File: src/design/cff_pkg.sv
// ----------------------------------------------------------------------------
// cff_pkg
// Types, constants and helper functions of the connect flood filter.
// ----------------------------------------------------------------------------
`default_nettype none

package cff_pkg;

  localparam int TABLE_ENTRIES = 16;
  localparam int COUNT_W       = 16;
  localparam int IDX_W         = (TABLE_ENTRIES > 1) ? $clog2(TABLE_ENTRIES) : 1;
  localparam int ADDR_W        = 32;
  localparam int BYTE_W        = 8;
  localparam int LIMIT_W       = 10;
  localparam int CLOSED_W      = 16;

  localparam logic [BYTE_W-1:0]   CONNECT_BYTE    = 8'h3C;
  localparam logic [BYTE_W-1:0]   DISCONNECT_BYTE = 8'h3E;
  localparam logic [LIMIT_W-1:0]  LIMIT_RESET     = 10'd10;
  localparam logic [CLOSED_W-1:0] CLOSED_MAX      = 16'hFFFF;

  localparam int WARN_PERIOD = 50;
  localparam int REM_W       = $clog2(WARN_PERIOD);

  localparam int CMP_W        = ((COUNT_W > LIMIT_W) ? COUNT_W : LIMIT_W) + 1;
  localparam int DIGIT_W      = 4;
  localparam int DIGITS       = (CMP_W + DIGIT_W - 1) / DIGIT_W;
  localparam int REM_IN_W     = DIGITS * DIGIT_W;
  localparam int DIGIT_CNT_W  = $clog2(DIGITS + 1);
  localparam int CLOSED_EXT_W = (COUNT_W > CLOSED_W) ? COUNT_W : CLOSED_W;

  typedef struct packed {
    logic [ADDR_W-1:0] source_address;
    logic [BYTE_W-1:0] first_byte;
  } cff_in_t;

  typedef struct packed {
    logic                accept;
    logic                flood_warning;
    logic                closed_valid;
    logic [CLOSED_W-1:0] closed_count;
    logic                not_tracked;
  } cff_out_t;

  // search token walking down the cell chain
  typedef struct packed {
    logic               vld;
    logic [ADDR_W-1:0]  addr;
    logic               conn;
    logic               disc;
    logic               found;
    logic [COUNT_W-1:0] count;
    logic               has_free;
    logic [IDX_W-1:0]   free_idx;
  } cff_tok_t;

  // insert broadcast to all cells
  typedef struct packed {
    logic              en;
    logic [IDX_W-1:0]  idx;
    logic [ADDR_W-1:0] addr;
  } cff_ins_t;

  typedef enum logic [1:0] {
    ST_IDLE,
    ST_SEARCH,
    ST_MOD,
    ST_OUT
  } cff_state_e;

  // one binary long-division step of the remainder by WARN_PERIOD
  function automatic logic [REM_W-1:0] rem_step(input logic [REM_W-1:0] r, input logic b);
    logic [REM_W:0] t;
    t = {r, b};
    if (t >= (REM_W+1)'(WARN_PERIOD)) begin
      t = t - (REM_W+1)'(WARN_PERIOD);
    end
    return REM_W'(t);
  endfunction

  function automatic logic [CLOSED_W-1:0] sat_closed(input logic [COUNT_W-1:0] c);
    logic [CLOSED_EXT_W-1:0] ext;
    ext = CLOSED_EXT_W'(c);
    if (ext > CLOSED_EXT_W'(CLOSED_MAX)) begin
      return CLOSED_MAX;
    end
    return CLOSED_W'(ext);
  endfunction

endpackage

`default_nettype wire

File: src/design/cff_cell.sv
// ----------------------------------------------------------------------------
// cff_cell
// One source table entry; checks the passing search token and applies
// updates, then hands the token to the next cell.
// ----------------------------------------------------------------------------
`default_nettype none

module cff_cell (
  input  logic                           clk_i,
  input  logic                           rst_ni,
  input  logic [cff_pkg::IDX_W-1:0]      idx_i,
  input  cff_pkg::cff_tok_t              tok_i,
  input  cff_pkg::cff_ins_t              ins_i,
  output cff_pkg::cff_tok_t              tok_o
);
  import cff_pkg::*;

  logic               valid_q, valid_d;
  logic [ADDR_W-1:0]  addr_q, addr_d;
  logic [COUNT_W-1:0] count_q, count_d;
  cff_tok_t           tok_q, tok_d;
  logic               hit;

  always_comb begin
    hit     = tok_i.vld && valid_q && (addr_q == tok_i.addr);
    tok_d   = tok_i;
    valid_d = valid_q;
    addr_d  = addr_q;
    count_d = count_q;
    if (hit) begin
      tok_d.found = 1'b1;
      tok_d.count = count_q;
      if (tok_i.disc) begin
        valid_d = 1'b0;
      end else if (tok_i.conn && (count_q != '1)) begin
        count_d = count_q + COUNT_W'(1);
      end
    end
    if (tok_i.vld && !valid_q && !tok_i.has_free) begin
      tok_d.has_free = 1'b1;
      tok_d.free_idx = idx_i;
    end
    if (ins_i.en && (ins_i.idx == idx_i)) begin
      valid_d = 1'b1;
      addr_d  = ins_i.addr;
      count_d = '0;
    end
  end

  always_ff @(posedge clk_i or negedge rst_ni) begin
    if (!rst_ni) begin
      valid_q <= 1'b0;
      tok_q   <= '0;
    end else begin
      valid_q <= valid_d;
      tok_q   <= tok_d;
    end
  end

  always_ff @(posedge clk_i) begin
    addr_q  <= addr_d;
    count_q <= count_d;
  end

  assign tok_o = tok_q;

endmodule

`default_nettype wire

File: src/design/cff_rem.sv
// ----------------------------------------------------------------------------
// cff_rem
// Digit-serial remainder by the warning period; reports a zero remainder.
// ----------------------------------------------------------------------------
`default_nettype none

module cff_rem (
  input  logic                             clk_i,
  input  logic                             rst_ni,
  input  logic                             start_i,
  input  logic [cff_pkg::REM_IN_W-1:0]     value_i,
  output logic                             done_o,
  output logic                             zero_o
);
  import cff_pkg::*;

  logic                   busy_q, busy_d;
  logic [DIGIT_CNT_W-1:0] cnt_q, cnt_d;
  logic [REM_IN_W-1:0]    val_q, val_d;
  logic [REM_W-1:0]       rem_q, rem_d, rem_n;
  logic                   last;

  always_comb begin
    rem_n = rem_q;
    for (int k = 0; k < DIGIT_W; k++) begin
      rem_n = rem_step(rem_n, val_q[REM_IN_W-1-k]);
    end
  end

  assign last   = busy_q && (cnt_q == DIGIT_CNT_W'(1));
  assign done_o = last;
  assign zero_o = (rem_n == '0);

  always_comb begin
    busy_d = busy_q;
    cnt_d  = cnt_q;
    val_d  = val_q;
    rem_d  = rem_q;
    if (start_i) begin
      busy_d = 1'b1;
      cnt_d  = DIGIT_CNT_W'(DIGITS);
      val_d  = value_i;
      rem_d  = '0;
    end else if (busy_q) begin
      val_d = val_q << DIGIT_W;
      rem_d = rem_n;
      cnt_d = cnt_q - DIGIT_CNT_W'(1);
      if (last) begin
        busy_d = 1'b0;
      end
    end
  end

  always_ff @(posedge clk_i or negedge rst_ni) begin
    if (!rst_ni) begin
      busy_q <= 1'b0;
      cnt_q  <= '0;
    end else begin
      busy_q <= busy_d;
      cnt_q  <= cnt_d;
    end
  end

  always_ff @(posedge clk_i) begin
    val_q <= val_d;
    rem_q <= rem_d;
  end

endmodule

`default_nettype wire

File: src/design/connect_flood_filter.sv
// ----------------------------------------------------------------------------
// connect_flood_filter
// Per-source connect flood filter over a chain of table cells.
//
// Input channel (in_valid_i/in_ready_o, in_data_i) carries one packet per
// transaction: source address and first byte. Output channel
// (out_valid_o/out_ready_i, out_data_o) returns one verdict per packet.
// cfg_we_i/cfg_wdata_i write the flood limit.
// One packet is in work at a time. A search token walks the TABLE_ENTRIES
// cells, one cell per cycle. A tracked connect above the limit then takes
// a digit-serial remainder by 50 for the flood warning. The verdict is
// registered in a result register, then copied into the output register
// in the output state.
// Reset empties the table and sets the limit to 10.
// A stalled receiver keeps its verdict in the output register; the next
// packet is still taken and worked, then waits until the register frees.
// ----------------------------------------------------------------------------
`default_nettype none

module connect_flood_filter (
  input  logic                          clk_i,
  input  logic                          rst_ni,
  input  logic                          in_valid_i,
  output logic                          in_ready_o,
  input  cff_pkg::cff_in_t              in_data_i,
  output logic                          out_valid_o,
  input  logic                          out_ready_i,
  output cff_pkg::cff_out_t             out_data_o,
  input  logic                          cfg_we_i,
  input  logic [cff_pkg::LIMIT_W-1:0]   cfg_wdata_i
);
  import cff_pkg::*;

  cff_state_e         state_q, state_d;
  logic [LIMIT_W-1:0] limit_q;
  cff_out_t           res_q, res_d, res_c;
  cff_out_t           out_q;
  logic               out_valid_q, out_valid_d;

  cff_tok_t           tok [TABLE_ENTRIES+1];
  cff_tok_t           tail;
  cff_ins_t           ins;

  logic               launch, res_load, out_load, rem_start;
  logic               rem_done, rem_zero;
  logic               adv, over, need_mod;
  logic [CMP_W-1:0]   cnt_new, lim_ext, diff;

  // launch token
  always_comb begin
    tok[0]          = '0;
    tok[0].vld      = launch;
    tok[0].addr     = in_data_i.source_address;
    tok[0].conn     = (in_data_i.first_byte == CONNECT_BYTE);
    tok[0].disc     = (in_data_i.first_byte == DISCONNECT_BYTE);
  end

  for (genvar g = 0; g < TABLE_ENTRIES; g++) begin : g_cell
    cff_cell u_cell (
      .clk_i  (clk_i),
      .rst_ni (rst_ni),
      .idx_i  (IDX_W'(g)),
      .tok_i  (tok[g]),
      .ins_i  (ins),
      .tok_o  (tok[g+1])
    );
  end

  assign tail = tok[TABLE_ENTRIES];

  // verdict from the returning token
  always_comb begin
    adv      = (tail.count != '1);
    cnt_new  = adv ? (CMP_W'(tail.count) + CMP_W'(1)) : CMP_W'(tail.count);
    lim_ext  = CMP_W'(limit_q);
    over     = (cnt_new > lim_ext);
    diff     = cnt_new - lim_ext;
    need_mod = tail.conn && tail.found && adv && over;

    res_c               = '0;
    res_c.accept        = 1'b1;
    if (tail.disc && tail.found) begin
      res_c.closed_valid = 1'b1;
      res_c.closed_count = sat_closed(tail.count);
    end else if (tail.conn) begin
      if (tail.found) begin
        res_c.accept = !over;
      end else begin
        res_c.not_tracked = !tail.has_free;
      end
    end
  end

  cff_rem u_rem (
    .clk_i   (clk_i),
    .rst_ni  (rst_ni),
    .start_i (rem_start),
    .value_i (REM_IN_W'(diff)),
    .done_o  (rem_done),
    .zero_o  (rem_zero)
  );

  // next state
  always_comb begin
    state_d = state_q;
    case (state_q)
      ST_IDLE: begin
        if (in_valid_i) begin
          state_d = ST_SEARCH;
        end
      end
      ST_SEARCH: begin
        if (tail.vld) begin
          state_d = need_mod ? ST_MOD : ST_OUT;
        end
      end
      ST_MOD: begin
        if (rem_done) begin
          state_d = ST_OUT;
        end
      end
      ST_OUT: begin
        if (!out_valid_q || out_ready_i) begin
          state_d = ST_IDLE;
        end
      end
      default: state_d = ST_IDLE;
    endcase
  end

  // state outputs
  always_comb begin
    in_ready_o = 1'b0;
    res_load   = 1'b0;
    rem_start  = 1'b0;
    out_load   = 1'b0;
    ins        = '0;
    case (state_q)
      ST_IDLE: begin
        in_ready_o = 1'b1;
      end
      ST_SEARCH: begin
        res_load  = tail.vld;
        rem_start = tail.vld && need_mod;
        ins.en    = tail.vld && tail.conn && !tail.found && tail.has_free;
        ins.idx   = tail.free_idx;
        ins.addr  = tail.addr;
      end
      ST_MOD: begin
      end
      ST_OUT: begin
        out_load = !out_valid_q || out_ready_i;
      end
      default: begin
      end
    endcase
  end

  assign launch = in_valid_i && in_ready_o;

  always_comb begin
    res_d = res_q;
    if (res_load) begin
      res_d = res_c;
    end else if ((state_q == ST_MOD) && rem_done) begin
      res_d.flood_warning = rem_zero;
    end
  end

  always_comb begin
    out_valid_d = out_valid_q;
    if (out_load) begin
      out_valid_d = 1'b1;
    end else if (out_ready_i) begin
      out_valid_d = 1'b0;
    end
  end

  always_ff @(posedge clk_i or negedge rst_ni) begin
    if (!rst_ni) begin
      state_q     <= ST_IDLE;
      limit_q     <= LIMIT_RESET;
      out_valid_q <= 1'b0;
    end else begin
      state_q     <= state_d;
      out_valid_q <= out_valid_d;
      if (cfg_we_i) begin
        limit_q <= cfg_wdata_i;
      end
    end
  end

  always_ff @(posedge clk_i) begin
    res_q <= res_d;
    if (out_load) begin
      out_q <= res_q;
    end
  end

  assign out_valid_o = out_valid_q;
  assign out_data_o  = out_q;

endmodule

`default_nettype wire

File: config.mk
export PLATFORM = sky130hd
export DESIGN_NAME = connect_flood_filter
export DESIGN_NICKNAME = d
export VERILOG_FILES = /design/src/design/cff_pkg.sv /design/src/design/cff_cell.sv /design/src/design/cff_rem.sv /design/src/design/connect_flood_filter.sv
export SDC_FILE = /design/constraint.sdc
export NUM_CORES = 2
export LEC_CHECK = 0
export BUFFER_PORTS_ARGS = -buffer_cell sky130_fd_sc_hd__buf_4
export CAP_MARGIN = 30
export CORE_ASPECT_RATIO = 0.7
export CORE_MARGIN = 2
export CORE_UTILIZATION = 65
export CTS_BUF_LIST = sky130_fd_sc_hd__clkbuf_8
export CTS_CLUSTER_SIZE = 16
export DETAILED_ROUTE_END_ITERATION = 12
export GPL_ROUTABILITY_DRIVEN = 0
export MAX_ROUTING_LAYER = met4
export PLACE_DENSITY_LB_ADDON = 0.08
export SYNTH_ARGS = -nofsm -noshare
export SYNTH_HDL_FRONTEND = slang
export SYNTH_SLANG_ARGS = --single-unit
File: constraint.sdc
create_clock -name clk_i -period 6.9 [get_ports clk_i]
set_input_delay 0.69 -clock clk_i [delete_from_list [all_inputs] [get_ports clk_i]]
set_output_delay 0.69 -clock clk_i [all_outputs]
set_load 0.01 [all_outputs]
==> summary.md <==
| Metric | Value |
|---|---|
| Site Rows | `96` |
| Grt total ovfl | `0` |
| Slew margin rel. | `33.1%` |
| Core area | `slightly below 100000 um2` |
| WL final | `between 100000 and 150000 um` |
| Switching Fraction | `a little over a fifth` |
| TritonCTS clock tree | `done` |
| Area Overhead vs Synth | `12.8%` |
| Vias/cell | `about 5.4` |
| Worst-Skew Late Latency | `910 ps` |
| Max Slew Vio Count | `0` |
| Most common cell after layout, fill and taps aside | `dfrtp_1` |
| Switching power | `between 4000 and 5000 uW` |
| Overall die width | `between 300 and 400 um` |
| Clock Sinks | `about 1800` |
| Synth area leader | `dfrtp_1` |
| Crit path kind | `flop to flop` |
| Largest net degree at the start of global routing | `roughly 170` |
| # IOs | `a little under 80` |
| Outcome | `complete, no violations` |
| Syn nets | `between 4000 and 5000` |
| Max Cap Viol | `0` |
| Footprint of the multi-input gates | `17900 um2` |
| Final setup TNS | `0 ps` |
| Slew @ Worst Pin | `between 1000 and 1500 ps` |
| Pwr dens | `263 nW/um2` |
| Highest routed metal layer | `met4` |
| Max FO, Critical Path | `16` |
| First-pass GRT wire length | `between 150000 and 200000 um` |
| Yosys cell types | `88` |
| Root buf cell | `clkbuf_8` |
| FF-to-FF setup slack | `around 1600 ps` |
| Post-CTS Resized | `0` |
| RSZ-0062 raised after global routing | `false` |
| Synthesized cell area | `between 60000 and 70000 um2` |
| Met2 Routed Length | `57500 um` |
| Count of flip-flops with a built-in enable after synthesis | `about 570` |
| Die span in y | `approximately 270 um` |
| CP delay by family, top | `compound AO/OA/AOI/OAI gates` |
| Int Power | `around 15000 uW` |
| H-tree levels | `4` |
| Number of nets in the final layout | `~4900` |
| Leak | `about 0.029 uW` |
| WP data arrival | `slightly below 6000 ps` |
| DP HPWL | `slightly below 90000 um` |
| Synth top area share | `between 30% and 40%` |
| Type of origin of the critical path | `flop` |
| Critical Path RT | `7530 ps` |
| Number of DRC markers in iteration 0 | `2735` |
| Register area | `~46000 um2` |
| Period utilisation layout | `between 70% and 80%` |
| Post-Synthesis Cells | `roughly 4400` |
| Clock Path Buffers | `3` |
| FFs w/ async S/R, synth | `52.7%` |
| Routed wire length per instance | `between 20 and 25 um` |
| Port-buffer cells | `between 70 and 80` |
| Worst slack, placed | `between 1500 and 2000 ps` |
| Initial antenna violation count | `2` |
| Routed wl met3 | `about 6000 um` |
| GRT Total Usage | `a little over a quarter` |
| Cell types occupying the most area after synthesis | `dfrtp_1, edfxtp_1, xor2_1, dfxtp_1, mux2_2` |
| Share of layout cells above drive strength 1 | `16.7%` |
| Worst path bufs/invs | `1` |
| Initial Util | `roughly two thirds` |
| Clock transition at path regs | `70 ps` |
| Final hold vios | `0` |
| Die area | `a little over 100000 um2` |
| Comb pwr share | `1.8%` |
| Fmax | `~190 MHz` |
| Detail Route Antenna Nets | `0` |
| Critical path capture point type | `flop` |
| Slowest stage cell, crit path | `nor2_2` |
| Setup WS post-layout | `between 1500 and 2000 ps` |
| # setup viols final | `0` |
| Vias in the first global route | `34200` |
| M1 WL | `60900 um` |
| Syn. warnings | `0` |
| Clock skew | `approximately 46 ps` |
| Clock share of power | `40.1%` |
| Total vias in the final route | `between 30000 and 40000` |
| DRC | `0` |
| Largest stage delay on the critical path | `roughly 430 ps` |
| Commonest cells after routing, fill and taps aside | `dfrtp_1, xor2_1, edfxtp_1, nor2_1, clkbuf_8` |
| 1st-pass router iterations | `6` |
| CTS buffer count | `around 240` |
| Tmin final | `roughly 5300 ps` |
| CP cell instances | `and3_1 > nand2_1 > nor2_1 > nand2_1 > nor3_1 > nor2_1 > xor2_1 > ha_1 > a21boi_0 > o21ai_0 > a21boi_0 > o21ai_0 > a21boi_0 > o31a_1 > o21ai_0 > a31o_2 > nor2_2 > buf_8 > mux2_2` |
| Yosys reg bits | `1764` |
| Postcts setup bufs | `0` |
| Reg power frac | `58.1%` |
| Hold Crit Class | `primary input to flop` |
| Peak supply drop | `0.181 mV` |
| Dominant synthesized flop cell | `dfrtp_1` |
| Synthesized area per cell | `about 15 um2` |
| Fill cell count | `roughly 6300` |
| Seq/Total Area, Yosys | `a little under three quarters` |
final cells by class:
type / instances / area share [%]
Clock inverter: 157 / 0.987
Inverter: 75 / 0.390
Sequential cell: 1764 / 63.3
Timing Repair Buffer: 189 / 2.59
Multi-Input combinational cell: 2491 / 24.8
Antenna cell: 1 / 0.00347
Clock buffer: 294 / 5.61
Tap cell: 1323 / 2.30
power by group through the flow:
stage          sequential (uW)  combinational, uW  clock [uW]
2_1_floorplan            11200                134           0
3_3_place_gp             11200                325           0
3_5_place_dp             11200                331           0
4_1_cts                  11000                356        7770
5_1_grt                  11000                391        8250
6_report                 11000                345        7600
metrics by stage:
| stage | total power (uW) | utilization [%] | instance area (um2) | cells | hold slack [ps] |
|---|---|---|---|---|---|
| 2_1_floorplan | 11300 | - | 63900 | 4385 | 346 |
| 3_3_place_gp | 11500 | 68.0 | 66500 | 5777 | 349 |
| 3_5_place_dp | 11600 | 68.1 | 66600 | 5785 | 354 |
| 4_1_cts | 19100 | 73.5 | 71900 | 6283 | 0.976 |
| 5_1_grt | 19700 | 73.7 | 72100 | 6294 | 59.8 |
| 6_report | 19000 | 73.7 | 72100 | 6294 | 101 |
routing by layer:
layer	vias to the layer above	track usage [%]
met5	-	-
met4	0	7.27
met3	173	3.84
met2	823	38.3
met1	17100	40.1
li1	16100	-
path summary, 6_finish.rpt:
check / start / end / cells after the start
worst max-delay path: g_cell[15].u_cell.tok_o[9] / u_rem.val_q[8] / 19
worst min-delay path: out_ready_i / out_valid_o / 3
worst max register to register: g_cell[15].u_cell.tok_o[9] / u_rem.val_q[8] / 19
worst min register to register: g_cell[4].u_cell.tok_o[23] / g_cell[5].u_cell.tok_o[23] / 0
max in group asynchronous: rst_ni / limit_q[0] / 4
min in group asynchronous: rst_ni / g_cell[15].u_cell.tok_o[43] / 2
cells by family (layout without fill, tap and decap cells):
logic type	Yosys count	in the layout	share of synthesized area [%]
simple gates	1214	1214	9.82
buf+inv	130	715	0.844
other cells	0	1	0
xor+xnor	732	732	10.0
fa+ha+maj	38	38	0.756
mux	280	280	4.89
flops	1764	1764	71.4
compound gates	227	227	2.21
worst reg2reg max path, stage by stage, from the launching register on:
cell	delay (ps)
dfrtp_1	420
and3_1	210
nand2_1	70
nor2_1	180
nand2_1	150
nor3_1	390
nor2_1	180
xor2_1	200
ha_1	360
a21boi_0	360
o21ai_0	180
a21boi_0	250
o21ai_0	130
a21boi_0	300
o31a_1	210
o21ai_0	80
a31o_2	330
nor2_2	430
buf_8	230
mux2_2	350
cells in the mapped netlist, drive strengths merged (61+ instances only):
cell	number
dfrtp	928
xor2	621
edfxtp	568
nor2	329
dfxtp	266
mux2	256
nand2	168
nor4	121
xnor2	111
nand3	107
nand4	106
o21ai	88
inv	75
and2	69
nor3	66
a21oi	61
state kept, by name, indices dropped and copies added (netlist names):
register	count
g_cell.u_cell.tok_o	897
g_cell.u_cell.addr_q	512
g_cell.u_cell.count_q	256
out_data_o	20
res_q	20
u_rem.val_q	20
g_cell.u_cell.valid_q	16
limit_q	10
u_rem.rem_q	6
u_rem.cnt_q	3
state_q	2
out_valid_o	1
u_rem.busy_q	1
repair_timing:
item,in CTS,in global routing
hold buffers,47,0
hold endpoints to repair,111,0
setup endpoints to repair,0,0
Power figures use the tool's default switching activity.
